**config.mk**
```make
export PLATFORM = sky130hd
export DESIGN_NAME = double_ended_queue_top_flat
export DESIGN_NICKNAME = d
export VERILOG_FILES = /design/src/deq_pkg.sv /design/src/deq_ifs.sv /design/src/deq_ram.sv /design/src/double_ended_queue_top.sv /design/src/flat_wrapper.sv
export SDC_FILE = /design/constraint.sdc
export NUM_CORES = 1
export LEC_CHECK = 0
export BUFFER_PORTS_ARGS = -buffer_cell sky130_fd_sc_hd__buf_2
export CAP_MARGIN = 20
export CELL_PAD_IN_SITES_DETAIL_PLACEMENT = 1
export CELL_PAD_IN_SITES_GLOBAL_PLACEMENT = 2
export CORE_ASPECT_RATIO = 0.6
export CORE_MARGIN = 2
export CORE_UTILIZATION = 49
export CTS_BUF_LIST = sky130_fd_sc_hd__clkbuf_2 sky130_fd_sc_hd__clkbuf_4 sky130_fd_sc_hd__clkbuf_8
export DETAILED_ROUTE_END_ITERATION = 8
export GPL_TIMING_DRIVEN = 0
export PLACE_DENSITY_LB_ADDON = 0.1
export REMOVE_ABC_BUFFERS = 1
export SKIP_CTS_REPAIR_TIMING = 1
export SLEW_MARGIN = 20
export SYNTH_ARGS = -nofsm -noshare
export SYNTH_HDL_FRONTEND = slang
export SYNTH_HIERARCHICAL = 1
export SYNTH_SLANG_ARGS = --single-unit
```
**constraint.sdc**
```tcl
create_clock -name clock -period 8.49 [get_ports clock]
set_input_delay 0.849 -clock clock [delete_from_list [all_inputs] [get_ports clock]]
set_output_delay 0.849 -clock clock [all_outputs]
set_load 0.01 [all_outputs]
```
**src/deq_pkg.sv**
```systemverilog
package deq_pkg;

   localparam int DATA_W = 32;

   localparam logic signed [DATA_W-1:0] NEG_ONE = '1;

   typedef enum logic [1:0] {
      CMD_PUSH_FRONT = 2'd0,
      CMD_PUSH_BACK  = 2'd1,
      CMD_POP_FRONT  = 2'd2,
      CMD_POP_BACK   = 2'd3
   } cmd_type;

   typedef enum logic {
      ST_IDLE,
      ST_READ
   } state_type;

endpackage

```
**src/deq_ifs.sv**
```systemverilog
interface deq_req_if;
   import deq_pkg::*;

   logic                     valid;
   logic                     ready;
   logic [1:0]               cmd;
   logic signed [DATA_W-1:0] data_in;

   modport source (output valid, output cmd, output data_in, input ready);
   modport sink   (input valid, input cmd, input data_in, output ready);
endinterface

interface deq_rsp_if;
   import deq_pkg::*;

   logic                     valid;
   logic                     ready;
   logic signed [DATA_W-1:0] popped_value;
   logic                     ok;
   logic signed [DATA_W-1:0] front_value;
   logic signed [DATA_W-1:0] back_value;
   logic                     is_empty;
   logic                     is_full;

   modport source (output valid, output popped_value, output ok, output front_value,
                   output back_value, output is_empty, output is_full, input ready);
   modport sink   (input valid, input popped_value, input ok, input front_value,
                   input back_value, input is_empty, input is_full, output ready);
endinterface

```
**src/deq_ram.sv**
```systemverilog
module deq_ram #(
   parameter int WIDTH = 32,
   parameter int DEPTH = 16
) (
   input  logic                     clock,
   input  logic                     wr_en,
   input  logic [$clog2(DEPTH)-1:0] wr_addr,
   input  logic [WIDTH-1:0]         wr_data,
   input  logic                     rd_en,
   input  logic [$clog2(DEPTH)-1:0] rd_addr,
   output logic [WIDTH-1:0]         rd_data
);

   logic [WIDTH-1:0] mem_ff [DEPTH];

   // write port
   always_ff @(posedge clock) begin
      if (wr_en) begin
         mem_ff[wr_addr] <= wr_data;
      end
   end

   // registered read port
   always_ff @(posedge clock) begin
      if (rd_en) begin
         rd_data <= mem_ff[rd_addr];
      end
   end

endmodule

```
**src/double_ended_queue_top.sv**
```systemverilog
// Double-ended queue of DEPTH signed 32-bit entries in a circular buffer held in a
// single-port-write, single-port-read RAM. Each request pushes or pops at either
// end and returns one response with the popped value (-1 for pushes and refused
// operations), a done flag, the front and back values after the operation (-1 when
// empty) and the empty and full flags. The front and back values are kept in
// registers, so pushes, refused operations and pops that leave zero or one element
// are answered without a RAM read; a pop that leaves two or more elements passes
// through ST_READ, where the RAM read fetches the new end value. The response sits
// in an output register; a request is taken only in ST_IDLE, once that register is
// empty or in the same cycle as its response is taken, never while it stalls.
module double_ended_queue_top #(
   parameter int DEPTH = 16
) (
   input logic      clock,
   input logic      reset,
   deq_req_if.sink  req_bus,
   deq_rsp_if.source rsp_bus
);
   import deq_pkg::*;

   localparam int IDX_W = $clog2(DEPTH);
   localparam int OCC_W = $clog2(DEPTH + 1);

   localparam logic [IDX_W-1:0] IDX_LAST = IDX_W'(DEPTH - 1);
   localparam logic [OCC_W-1:0] OCC_FULL = OCC_W'(DEPTH);
   localparam logic [OCC_W-1:0] OCC_ONE  = OCC_W'(1);
   localparam logic [OCC_W-1:0] OCC_TWO  = OCC_W'(2);

   function automatic logic [IDX_W-1:0] wrap_inc(input logic [IDX_W-1:0] idx);
      return (idx == IDX_LAST) ? '0 : idx + IDX_W'(1);
   endfunction

   function automatic logic [IDX_W-1:0] wrap_dec(input logic [IDX_W-1:0] idx);
      return (idx == '0) ? IDX_LAST : idx - IDX_W'(1);
   endfunction

   // control state
   state_type        state_ff, state_in;
   logic [IDX_W-1:0] head_ff, head_in;
   logic [IDX_W-1:0] tail_ff, tail_in;
   logic [OCC_W-1:0] occ_ff, occ_in;
   logic             rsp_valid_ff, rsp_valid_in;

   // end values and pending pop
   logic signed [DATA_W-1:0] front_ff, front_in;
   logic signed [DATA_W-1:0] back_ff, back_in;
   logic signed [DATA_W-1:0] pend_popped_ff, pend_popped_in;
   logic                     pend_front_ff, pend_front_in;

   // response register
   logic signed [DATA_W-1:0] out_popped_ff, out_popped_in;
   logic                     out_ok_ff, out_ok_in;
   logic signed [DATA_W-1:0] out_front_ff, out_front_in;
   logic signed [DATA_W-1:0] out_back_ff, out_back_in;
   logic                     out_empty_ff, out_empty_in;
   logic                     out_full_ff, out_full_in;
   logic                     load_out;

   // RAM port signals
   logic              ram_wr_en;
   logic [IDX_W-1:0]  ram_wr_addr;
   logic [DATA_W-1:0] ram_wr_data;
   logic              ram_rd_en;
   logic [IDX_W-1:0]  ram_rd_addr;
   logic [DATA_W-1:0] ram_rd_data;

   logic accept;

   deq_ram #(
      .WIDTH (DATA_W),
      .DEPTH (DEPTH)
   ) u_slots (
      .clock   (clock),
      .wr_en   (ram_wr_en),
      .wr_addr (ram_wr_addr),
      .wr_data (ram_wr_data),
      .rd_en   (ram_rd_en),
      .rd_addr (ram_rd_addr),
      .rd_data (ram_rd_data)
   );

   // take a request only when idle and the response slot frees up this cycle
   assign req_bus.ready = (state_ff == ST_IDLE) && (!rsp_valid_ff || rsp_bus.ready);
   assign accept        = req_bus.valid && req_bus.ready;

   // operation decode, pointer update, response build
   always_comb begin
      logic is_empty_now;
      logic is_full_now;
      logic empty_after;

      is_empty_now = (occ_ff == '0);
      is_full_now  = (occ_ff == OCC_FULL);
      empty_after  = 1'b0;

      state_in       = state_ff;
      head_in        = head_ff;
      tail_in        = tail_ff;
      occ_in         = occ_ff;
      front_in       = front_ff;
      back_in        = back_ff;
      pend_popped_in = pend_popped_ff;
      pend_front_in  = pend_front_ff;

      ram_wr_en   = 1'b0;
      ram_wr_addr = head_ff;
      ram_wr_data = req_bus.data_in;
      ram_rd_en   = 1'b0;
      ram_rd_addr = head_ff;

      load_out      = 1'b0;
      out_popped_in = NEG_ONE;
      out_ok_in     = 1'b0;
      out_front_in  = front_ff;
      out_back_in   = back_ff;
      out_empty_in  = 1'b0;
      out_full_in   = 1'b0;

      unique case (state_ff)
         ST_IDLE: begin
            if (accept) begin
               load_out = 1'b1;
               unique case (cmd_type'(req_bus.cmd))
                  CMD_PUSH_FRONT, CMD_PUSH_BACK: begin
                     if (!is_full_now) begin
                        out_ok_in = 1'b1;
                        occ_in    = occ_ff + OCC_ONE;
                        ram_wr_en = 1'b1;
                        if (is_empty_now) begin
                           head_in     = '0;
                           tail_in     = '0;
                           ram_wr_addr = '0;
                           front_in    = req_bus.data_in;
                           back_in     = req_bus.data_in;
                        end else if (cmd_type'(req_bus.cmd) == CMD_PUSH_FRONT) begin
                           head_in     = wrap_dec(head_ff);
                           ram_wr_addr = head_in;
                           front_in    = req_bus.data_in;
                        end else begin
                           tail_in     = wrap_inc(tail_ff);
                           ram_wr_addr = tail_in;
                           back_in     = req_bus.data_in;
                        end
                     end
                  end
                  CMD_POP_FRONT, CMD_POP_BACK: begin
                     if (!is_empty_now) begin
                        out_ok_in = 1'b1;
                        occ_in    = occ_ff - OCC_ONE;
                        if (cmd_type'(req_bus.cmd) == CMD_POP_FRONT) begin
                           out_popped_in = front_ff;
                        end else begin
                           out_popped_in = back_ff;
                        end
                        if (occ_ff == OCC_ONE) begin
                           // last element gone: pointers return home
                           head_in = '0;
                           tail_in = '0;
                        end else if (cmd_type'(req_bus.cmd) == CMD_POP_FRONT) begin
                           head_in = wrap_inc(head_ff);
                           if (occ_ff == OCC_TWO) begin
                              front_in = back_ff;
                           end else begin
                              // fetch the new front from the RAM
                              load_out       = 1'b0;
                              ram_rd_en      = 1'b1;
                              ram_rd_addr    = head_in;
                              pend_popped_in = front_ff;
                              pend_front_in  = 1'b1;
                              state_in       = ST_READ;
                           end
                        end else begin
                           tail_in = wrap_dec(tail_ff);
                           if (occ_ff == OCC_TWO) begin
                              back_in = front_ff;
                           end else begin
                              // fetch the new back from the RAM
                              load_out       = 1'b0;
                              ram_rd_en      = 1'b1;
                              ram_rd_addr    = tail_in;
                              pend_popped_in = back_ff;
                              pend_front_in  = 1'b0;
                              state_in       = ST_READ;
                           end
                        end
                     end
                  end
                  default: begin
                     load_out = 1'b1;
                  end
               endcase

               empty_after  = (occ_in == '0);
               out_empty_in = empty_after;
               out_full_in  = (occ_in == OCC_FULL);
               out_front_in = empty_after ? NEG_ONE : front_in;
               out_back_in  = empty_after ? NEG_ONE : back_in;
            end
         end
         ST_READ: begin
            // capture the fetched end value and finish the pop
            load_out      = 1'b1;
            state_in      = ST_IDLE;
            if (pend_front_ff) begin
               front_in = ram_rd_data;
            end else begin
               back_in = ram_rd_data;
            end
            out_popped_in = pend_popped_ff;
            out_ok_in     = 1'b1;
            out_front_in  = front_in;
            out_back_in   = back_in;
            out_empty_in  = 1'b0;
            out_full_in   = 1'b0;
         end
         default: begin
            state_in = ST_IDLE;
         end
      endcase

      // hold the response until taken
      if (load_out) begin
         rsp_valid_in = 1'b1;
      end else if (rsp_bus.ready) begin
         rsp_valid_in = 1'b0;
      end else begin
         rsp_valid_in = rsp_valid_ff;
      end
   end

   // control registers
   always_ff @(posedge clock) begin
      if (reset) begin
         state_ff     <= ST_IDLE;
         head_ff      <= '0;
         tail_ff      <= '0;
         occ_ff       <= '0;
         rsp_valid_ff <= 1'b0;
      end else begin
         state_ff     <= state_in;
         head_ff      <= head_in;
         tail_ff      <= tail_in;
         occ_ff       <= occ_in;
         rsp_valid_ff <= rsp_valid_in;
      end
   end

   // payload registers
   always_ff @(posedge clock) begin
      front_ff       <= front_in;
      back_ff        <= back_in;
      pend_popped_ff <= pend_popped_in;
      pend_front_ff  <= pend_front_in;
      if (load_out) begin
         out_popped_ff <= out_popped_in;
         out_ok_ff     <= out_ok_in;
         out_front_ff  <= out_front_in;
         out_back_ff   <= out_back_in;
         out_empty_ff  <= out_empty_in;
         out_full_ff   <= out_full_in;
      end
   end

   // drive the response channel
   assign rsp_bus.valid        = rsp_valid_ff;
   assign rsp_bus.popped_value = out_popped_ff;
   assign rsp_bus.ok           = out_ok_ff;
   assign rsp_bus.front_value  = out_front_ff;
   assign rsp_bus.back_value   = out_back_ff;
   assign rsp_bus.is_empty     = out_empty_ff;
   assign rsp_bus.is_full      = out_full_ff;

endmodule

```
**src/flat_wrapper.sv**
```systemverilog
// flat-port wrapper written by rule: the top's interface ports become plain ports
module double_ended_queue_top_flat import deq_pkg::*;
#(
   parameter int DEPTH = 16
)
  (clock, reset, req_bus_valid, req_bus_cmd, req_bus_data_in, req_bus_ready, rsp_bus_valid, rsp_bus_popped_value, rsp_bus_ok, rsp_bus_front_value, rsp_bus_back_value, rsp_bus_is_empty, rsp_bus_is_full, rsp_bus_ready);
  deq_req_if req_bus_i ();
  deq_rsp_if rsp_bus_i ();
  input logic clock;
  input logic reset;
  input wire logic [$bits(req_bus_i.valid)-1:0] req_bus_valid;
  input wire logic [$bits(req_bus_i.cmd)-1:0] req_bus_cmd;
  input wire logic [$bits(req_bus_i.data_in)-1:0] req_bus_data_in;
  output wire logic [$bits(req_bus_i.ready)-1:0] req_bus_ready;
  output wire logic [$bits(rsp_bus_i.valid)-1:0] rsp_bus_valid;
  output wire logic [$bits(rsp_bus_i.popped_value)-1:0] rsp_bus_popped_value;
  output wire logic [$bits(rsp_bus_i.ok)-1:0] rsp_bus_ok;
  output wire logic [$bits(rsp_bus_i.front_value)-1:0] rsp_bus_front_value;
  output wire logic [$bits(rsp_bus_i.back_value)-1:0] rsp_bus_back_value;
  output wire logic [$bits(rsp_bus_i.is_empty)-1:0] rsp_bus_is_empty;
  output wire logic [$bits(rsp_bus_i.is_full)-1:0] rsp_bus_is_full;
  input wire logic [$bits(rsp_bus_i.ready)-1:0] rsp_bus_ready;
  assign req_bus_i.valid = req_bus_valid;
  assign req_bus_i.cmd = req_bus_cmd;
  assign req_bus_i.data_in = req_bus_data_in;
  assign req_bus_ready = req_bus_i.ready;
  assign rsp_bus_valid = rsp_bus_i.valid;
  assign rsp_bus_popped_value = rsp_bus_i.popped_value;
  assign rsp_bus_ok = rsp_bus_i.ok;
  assign rsp_bus_front_value = rsp_bus_i.front_value;
  assign rsp_bus_back_value = rsp_bus_i.back_value;
  assign rsp_bus_is_empty = rsp_bus_i.is_empty;
  assign rsp_bus_is_full = rsp_bus_i.is_full;
  assign rsp_bus_i.ready = rsp_bus_ready;
  double_ended_queue_top #(.DEPTH(DEPTH)) u_core (.clock(clock), .reset(reset), .req_bus(req_bus_i), .rsp_bus(rsp_bus_i));
endmodule
```
---- Word-level counts from Yosys, hierarchy flattened ----
Memory sizes are Yosys's and may differ from the RTL's. A register that Yosys moved wholly into a read port is not among the register bits.
Cells that the tools add are included.
storage, ports and cells
  output and inout bits ................... 101
  flip-flop bits (word level) ............. 211
  bits in writable memories ............... 512
  memories ................................ 1
operators by class
  add/sub/neg operators ................... 6
  equal/unequal tests ..................... 16
  bitwise gates (word level) .............. 4
  reduce and logical (&&, ||, !) cells .... 16
  multiplexer cells ....................... 105
memory list
  memory                 depth  bits a word  rd ports  clocked after Yosys merged registers in  write ports  RTL line       source
  u_core.u_slots.mem_ff  16     32           1         1                                        1            deq_ram.sv:14  logic [WIDTH-1:0] mem_ff [DEPTH];
operators by type and width
  operator                                                number
  2-to-1 mux 32 bit                                       29
  case mux 32 bit (2 select lines)                        7
  2-to-1 mux 4 bit                                        30
  2-to-1 mux 1 bit                                        26
  2-to-1 mux 5 bit                                        4
  AND reduction 6 bit                                     3
  case mux 4 bit (2 select lines)                         2
  case mux 1 bit (2 select lines)                         6
  equality test 5 bit (second input constant)             2
  logical NOT 5 bit                                       2
  case mux 5 bit (2 select lines)                         1
  adder 4 x 1 -> 4 bit (second input constant)            2
  equality test 4 bit (second input constant)             2
  logical NOT 4 bit                                       2
  subtractor 4 x 1 -> 4 bit (second input constant)       2
  inequality test 3 x 1 -> 1 bit (second input constant)  2
  adder 5 x 1 -> 5 bit (second input constant)            1
  equality test 5 x 1 -> 1 bit (second input constant)    1
  equality test 5 x 2 -> 1 bit (second input constant)    1
  subtractor 5 x 1 -> 5 bit (second input constant)       1
  equality test 2 bit (second input constant)             2
  inequality test 2 bit (second input constant)           2
  NOT 1 bit                                               4
  OR reduction 2 bit                                      2
  other kinds (10)                                        11

---- Depth between registers and ports, before layout ----
  word-level depth ........................ 10
  gate-level depth with buffers ........... 15
  depth with buffers taken out ............ 11

---- By module ----
The synthesis kept the hierarchy.
modules (own cells, without submodules)
  module                  instances  area an instance (um^2)  cells an instance
  deq_ram                 1          20174.3                  838
  double_ended_queue_top  1          11945.2                  1025

---- Worst setup path before layout ----
Ideal clock, no wire load.
  path type ............................... input -> register
  start ................................... input port rsp_bus_ready
  end ..................................... register u_core.out_front_ff[10], in the netlist u_core/rsp_bus.front_value[10] (data pin)
  buffers on the path ..................... 1
  path slack .............................. 1.348 ns
  setup time .............................. 0.264 ns
  required time ........................... 8.226 ns
  arrival ................................. 6.879 ns
  cell stages on the path ................. 6
  path through ............................ nor2b_1 o21ai_0 o311ai_1 clkbuf_1 nand2_1 nand3_1
on the way
  cells in the longest elaborated chain, start to end .. 5
RTL lines
  item                              RTL line                       source
  start: declaration                flat_wrapper.sv:22             input wire logic [$bits(rsp_bus_i.ready)-1:0] rsp_bus_ready;
  logical OR 1 bit                  double_ended_queue_top.sv:83   assign req_bus.ready = (state_ff == ST_IDLE) && (!rsp_valid_ff || rsp_bus.ready);
  logical AND 1 bit                 double_ended_queue_top.sv:83
  logical AND 1 bit                 double_ended_queue_top.sv:84   assign accept = req_bus.valid && req_bus.ready;
  2-to-1 mux 32 bit                 double_ended_queue_top.sv:121  if (accept) begin
  case mux 32 bit (2 select lines)  double_ended_queue_top.sv:119  unique case (state_ff)
  via u_core.out_front_in[10]       double_ended_queue_top.sv:53   logic signed [DATA_W-1:0] out_front_ff, out_front_in;
  end signal: assignment            double_ended_queue_top.sv:257  out_front_ff <= out_front_in;
  end: declaration                  double_ended_queue_top.sv:53
The timed path passes the listed nets, and every way through them passes these cells.
A chain may end at the register's enable or synchronous reset.

---- Worst setup path in the final report ----
  start ................................... register u_core.occ_ff[0]
  end ..................................... register u_core.u_slots.rd_data[24] (read register of u_core.u_slots.mem_ff) (data pin)
on the way
  cells in the longest elaborated chain, start to end .. 8
  elaborated cells on any way between the ends .. 17
RTL lines
  item                                        RTL line                                                      source
  start: declaration                          double_ended_queue_top.sv:41                                  logic [OCC_W-1:0] occ_ff, occ_in;
  start signal: assignment                    double_ended_queue_top.sv:243                                 occ_ff <= occ_in;
  equality test 5 x 2 -> 1 bit                double_ended_queue_top.sv:161, double_ended_queue_top.sv:174
  2-to-1 mux 4 bit, on equally long branches  double_ended_queue_top.sv:174, double_ended_queue_top.sv:161
  2-to-1 mux 4 bit                            double_ended_queue_top.sv:159                                 end else if (cmd_type'(req_bus.cmd) == CMD_POP_FRONT) begin
  2-to-1 mux 4 bit                            double_ended_queue_top.sv:155                                 if (occ_ff == OCC_ONE) begin
  2-to-1 mux 4 bit *                          double_ended_queue_top.sv:147                                 if (!is_empty_now) begin
  2-to-1 mux 4 bit *                          double_ended_queue_top.sv:123                                 unique case (cmd_type'(req_bus.cmd))
  2-to-1 mux 4 bit *                          double_ended_queue_top.sv:121
  2-to-1 mux 4 bit *                          double_ended_queue_top.sv:119
  via u_core.ram_rd_addr[0]                   double_ended_queue_top.sv:64                                  logic [IDX_W-1:0] ram_rd_addr;
  end: declaration                            deq_ram.sv:11                                                 output logic [WIDTH-1:0] rd_data
Mark *: on every way through the listed nets, which the timed path passes. The rest lies on a longest branch.

==> metrics.md <==
| Metric | Value |
|---|---|
| Yosys warnings | 6 |
| EDFF count, synth | 740 |
| Largest net degree at the start of global routing | 59 |
| # DRC | 0 |
| Drt total wl | between 80000 and 90000 µm |
| Crit path buf inv count | 5 |
| Cells after Synth | 1863 |
| Worst slew pin tran | 1100 ps |
| Drt first pass iters | 5 |
| Row count | 72 |
| DR WL/cell | between 20 and 30 µm |
| Clock Root Buffer | clkbuf_8 |
| RSZ-0062 raised after global routing | false |
| # port buffers | 138 |
| Fin Clk Skew | 26.3 ps |
| Type of destination of the critical path | register |
| Skew-Pair Late Insertion Delay | 740 ps |
| Most common cell after layout, fill and taps aside | edfxtp_1 |
| Critical-path top delay cell | or4b_1 |
| Via density per instance | roughly 6.3 |
| CP cell instances | inv_1, ha_1, or4b_1, nand2_2, or3_1, o21ai_0, nand2_4, buf_12, buf_16, buf_16, buf_16, mux4_2, a22oi_1, nand2_1 |
| First-pass GRT wire length | approximately 130000 µm |
| Period minus WS final | 5190 ps |
| Worst hold path class | primary input to register |
| Synthesized-area fraction occupied by ao, oa, aoi and oai cells | between 8 and 9% |
| CTS tree | yes |
| P&R area growth vs syn | 15.7% |
| Req. time, crit path | 8940 ps |
| Reg clk slew, reported paths | 70 ps |
| Die Wd | ~330 µm |
| Leak | 12.1 nW |
| Synth Area in Adders | 0.351% |
| Die height | 202 µm |
| Setup CP Type | register to register |
| Max_cap viols | 0 |
| Antenna violations before repair | 3 |
| Critical Path Fanout Max | 32 |
| CTS buffer count | 110 |
| Mapped Area | 0.0321 mm² |
| Synth Area in Simple Gates | 3.97% |
| Final Hold Fails | 0 |
| Dpl ws | 2950 ps |
| Tcrit/Tclk final | 61.2% |
| Core footprint | between 0.06 and 0.07 mm² |
| Clock Tree Buf Depth | 3 |
| Post-synthesis area per instance | 17.2 µm² |
| Post-synthesis mux area share | 14.5% |
| Synth unique cells | 64 |
| Xor and xnor area share after synthesis | less than 1% |
| Outcome | completed |
| Commonest cells after routing, fill and taps aside | edfxtp_1 (740), buf_2 (137), a22oi_1 (128), mux4_2 (128), nand2_1 (117) |
| FMAX | 0.193 GHz |
| Synthesized flop and latch total | ~760 |
| Final Util | 57.6% |
| Max-slew violations | 0 |
| Fillers | just under 6k |
| # IOs | 139 |
| RePlAce Congestion | 0.788 |
| Crit-path max cell delay | 650 ps |
| Final ANT Viol Nets | 0 |
| CTS H-tree depth | 3 |
| CTS Sinks | 755 |
| DIE AREA | 0.0677 mm² |
| VDD IR max | 0.149 mV |
| Vias in the first global route | 19.8k |
| FF-to-FF setup slack | 3300 ps |
| Crit path DAT | approximately 5700 ps |
| Post-route setup slack | between 3000 and 4000 ps |
| Post-synth top flop | edfxtp_1 |
| Final setup violation count | 0 |
| Share of cells above drive strength 1 | just over 30% |
| Global route overflow | 0 |
| Initial Util | 49.7% |
| Hold WS | ~530 ps |
| Slew Limit Headroom | 26.8% |
| DR vias | ~19k |
| DP HPWL | about 57000 µm |
| Pwr per Cell Area | 278 mW/mm² |
| Share of flip-flops with an asynchronous set or reset | 0% |
| Accumulated negative setup slack | 0 ps |
| Most frequent CP cell | buf_16 |
| # nets final | 2109 |
| Initial drt markers | between 1.5k and 2k |
| Largest family of logic cells by synthesized area | multiplexers |
| Seq/Total Area, Yosys | 70.1% |
| Delay-heaviest family, CP | simple AND/OR/NAND/NOR gates |
| GR Util All Layers | 26.6% |
| Nature of the critical path startpoint | register |
==> Yosys cell counts (4+ instances only) <==
master | count | area (µm²)
nand2_1 | 120 | 450
a22oi_1 | 128 | 961
and3_1 | 4 | 25.0
buf_1 | 15 | 56.3
ha_1 | 9 | 113
a211oi_1 | 8 | 60.1
mux4_2 | 128 | 2880
nor2_1 | 67 | 251
nand2b_1 | 7 | 43.8
nor2b_1 | 5 | 31.3
edfxtp_1 | 740 | 22200
mux2_2 | 98 | 1100
mux2i_1 | 66 | 661
o21a_1 | 4 | 30.0
clkbuf_1 | 77 | 289
dfxtp_1 | 15 | 300
buf_4 | 17 | 128
a2bb2oi_1 | 31 | 272
and2_1 | 4 | 25.0
a221o_1 | 31 | 310
o32a_1 | 33 | 330
buf_2 | 24 | 120
nor3_1 | 8 | 40.0
nand3_1 | 38 | 190
o211ai_1 | 34 | 255
a21oi_1 | 21 | 105
o22ai_1 | 4 | 25.0
or3_1 | 6 | 37.5
o21ai_0 | 47 | 235
inv_1 | 17 | 63.8
==> final timing paths <==
kind / cells after the start / endpoint / from
worst min register to register: 1 / u_core/rsp_bus.popped_value[30] / u_core/pend_popped_ff[30]
worst min-delay path: 1 / u_core/u_slots/mem_ff[4][22] / req_bus_data_in[22]
worst max-delay path: 14 / u_core/u_slots/rd_data[24] / u_core/occ_ff[0]
worst max register to register: 14 / u_core/u_slots/rd_data[24] / u_core/occ_ff[0]
==> cells by family after synthesis <==
logic type | count (synthesis)
AOI/OAI and AO/OA | 369
xor gates and xnor gates | 5
adders and majority gates | 9
buffers and inverters | 154
DFF | 755
muxes | 292
and+or+nand+nor | 279
==> registers in the layout, summed over array words and instances, names as in the netlist, 4 cells and up <==
| register | flops |
|---|---|
| u_core/u_slots/mem_ff | 512 |
| u_core/u_slots/rd_data | 32 |
| u_core/back_ff | 32 |
| u_core/tail_ff | 4 |
| u_core/front_ff | 32 |
| u_core/occ_ff | 5 |
| u_core/head_ff | 4 |
| u_core/pend_popped_ff | 32 |
| u_core/rsp_bus.popped_value | 32 |
| u_core/rsp_bus.front_value | 32 |
| u_core/rsp_bus.back_value | 32 |
==> per-stage QoR <==
stage	area (µm²)	power, mW	cells
4_1_cts	37200	10.4	2989
3_3_place_gp	33200	7.87	2716
5_1_grt	37200	10.8	2990
6_report	37200	10.3	2990
3_5_place_dp	35200	7.63	2801
2_1_floorplan	31500	6.76	1727
==> worst register-to-register path, cell delays in order (launching register included) <==
cell	delay (ps)
dfxtp_1	350
inv_1	210
ha_1	370
or4b_1	650
nand2_2	370
or3_1	320
o21ai_0	210
nand2_4	310
buf_12	290
buf_16	300
buf_16	300
buf_16	300
mux4_2	550
a22oi_1	270
nand2_1	130
==> routing by layer <==
layer / vias to the layer above / part of all wire, % / global-route usage [%]
met5: - / 0 / 0
met4: 0 / 1.8 / 6.18
met2: 703 / 47 / 41.8
met1: 9967 / 45 / 39.3
li1: 8088 / - / -
met3: 127 / 6.1 / 4.34
==> report_power, final <==
group / switching [mW] / total (mW) / leakage (nW) / internal (mW)
sequential: 0.230 / 4.82 / 6.85 / 4.59
clock: 1.38 / 2.77 / 1.07 / 1.39
combinational: 1.54 / 2.73 / 4.16 / 1.19
total: 3.15 / 10.3 / 12.1 / 7.17
==> layout make-up <==
type,count,area [µm²],area share (%)
Sequential cell,755,22500,60.6
Multi-Input combinational cell,954,9170,24.7
Timing Repair Buffer,223,2330,6.27
Clock buffer,150,1830,4.93
Tap cell,851,1060,2.86
Clock inverter,38,179,0.481
Inverter,18,70.1,0.188
Antenna cell,1,2.50,0.00673
Power figures use the tool's default switching activity.
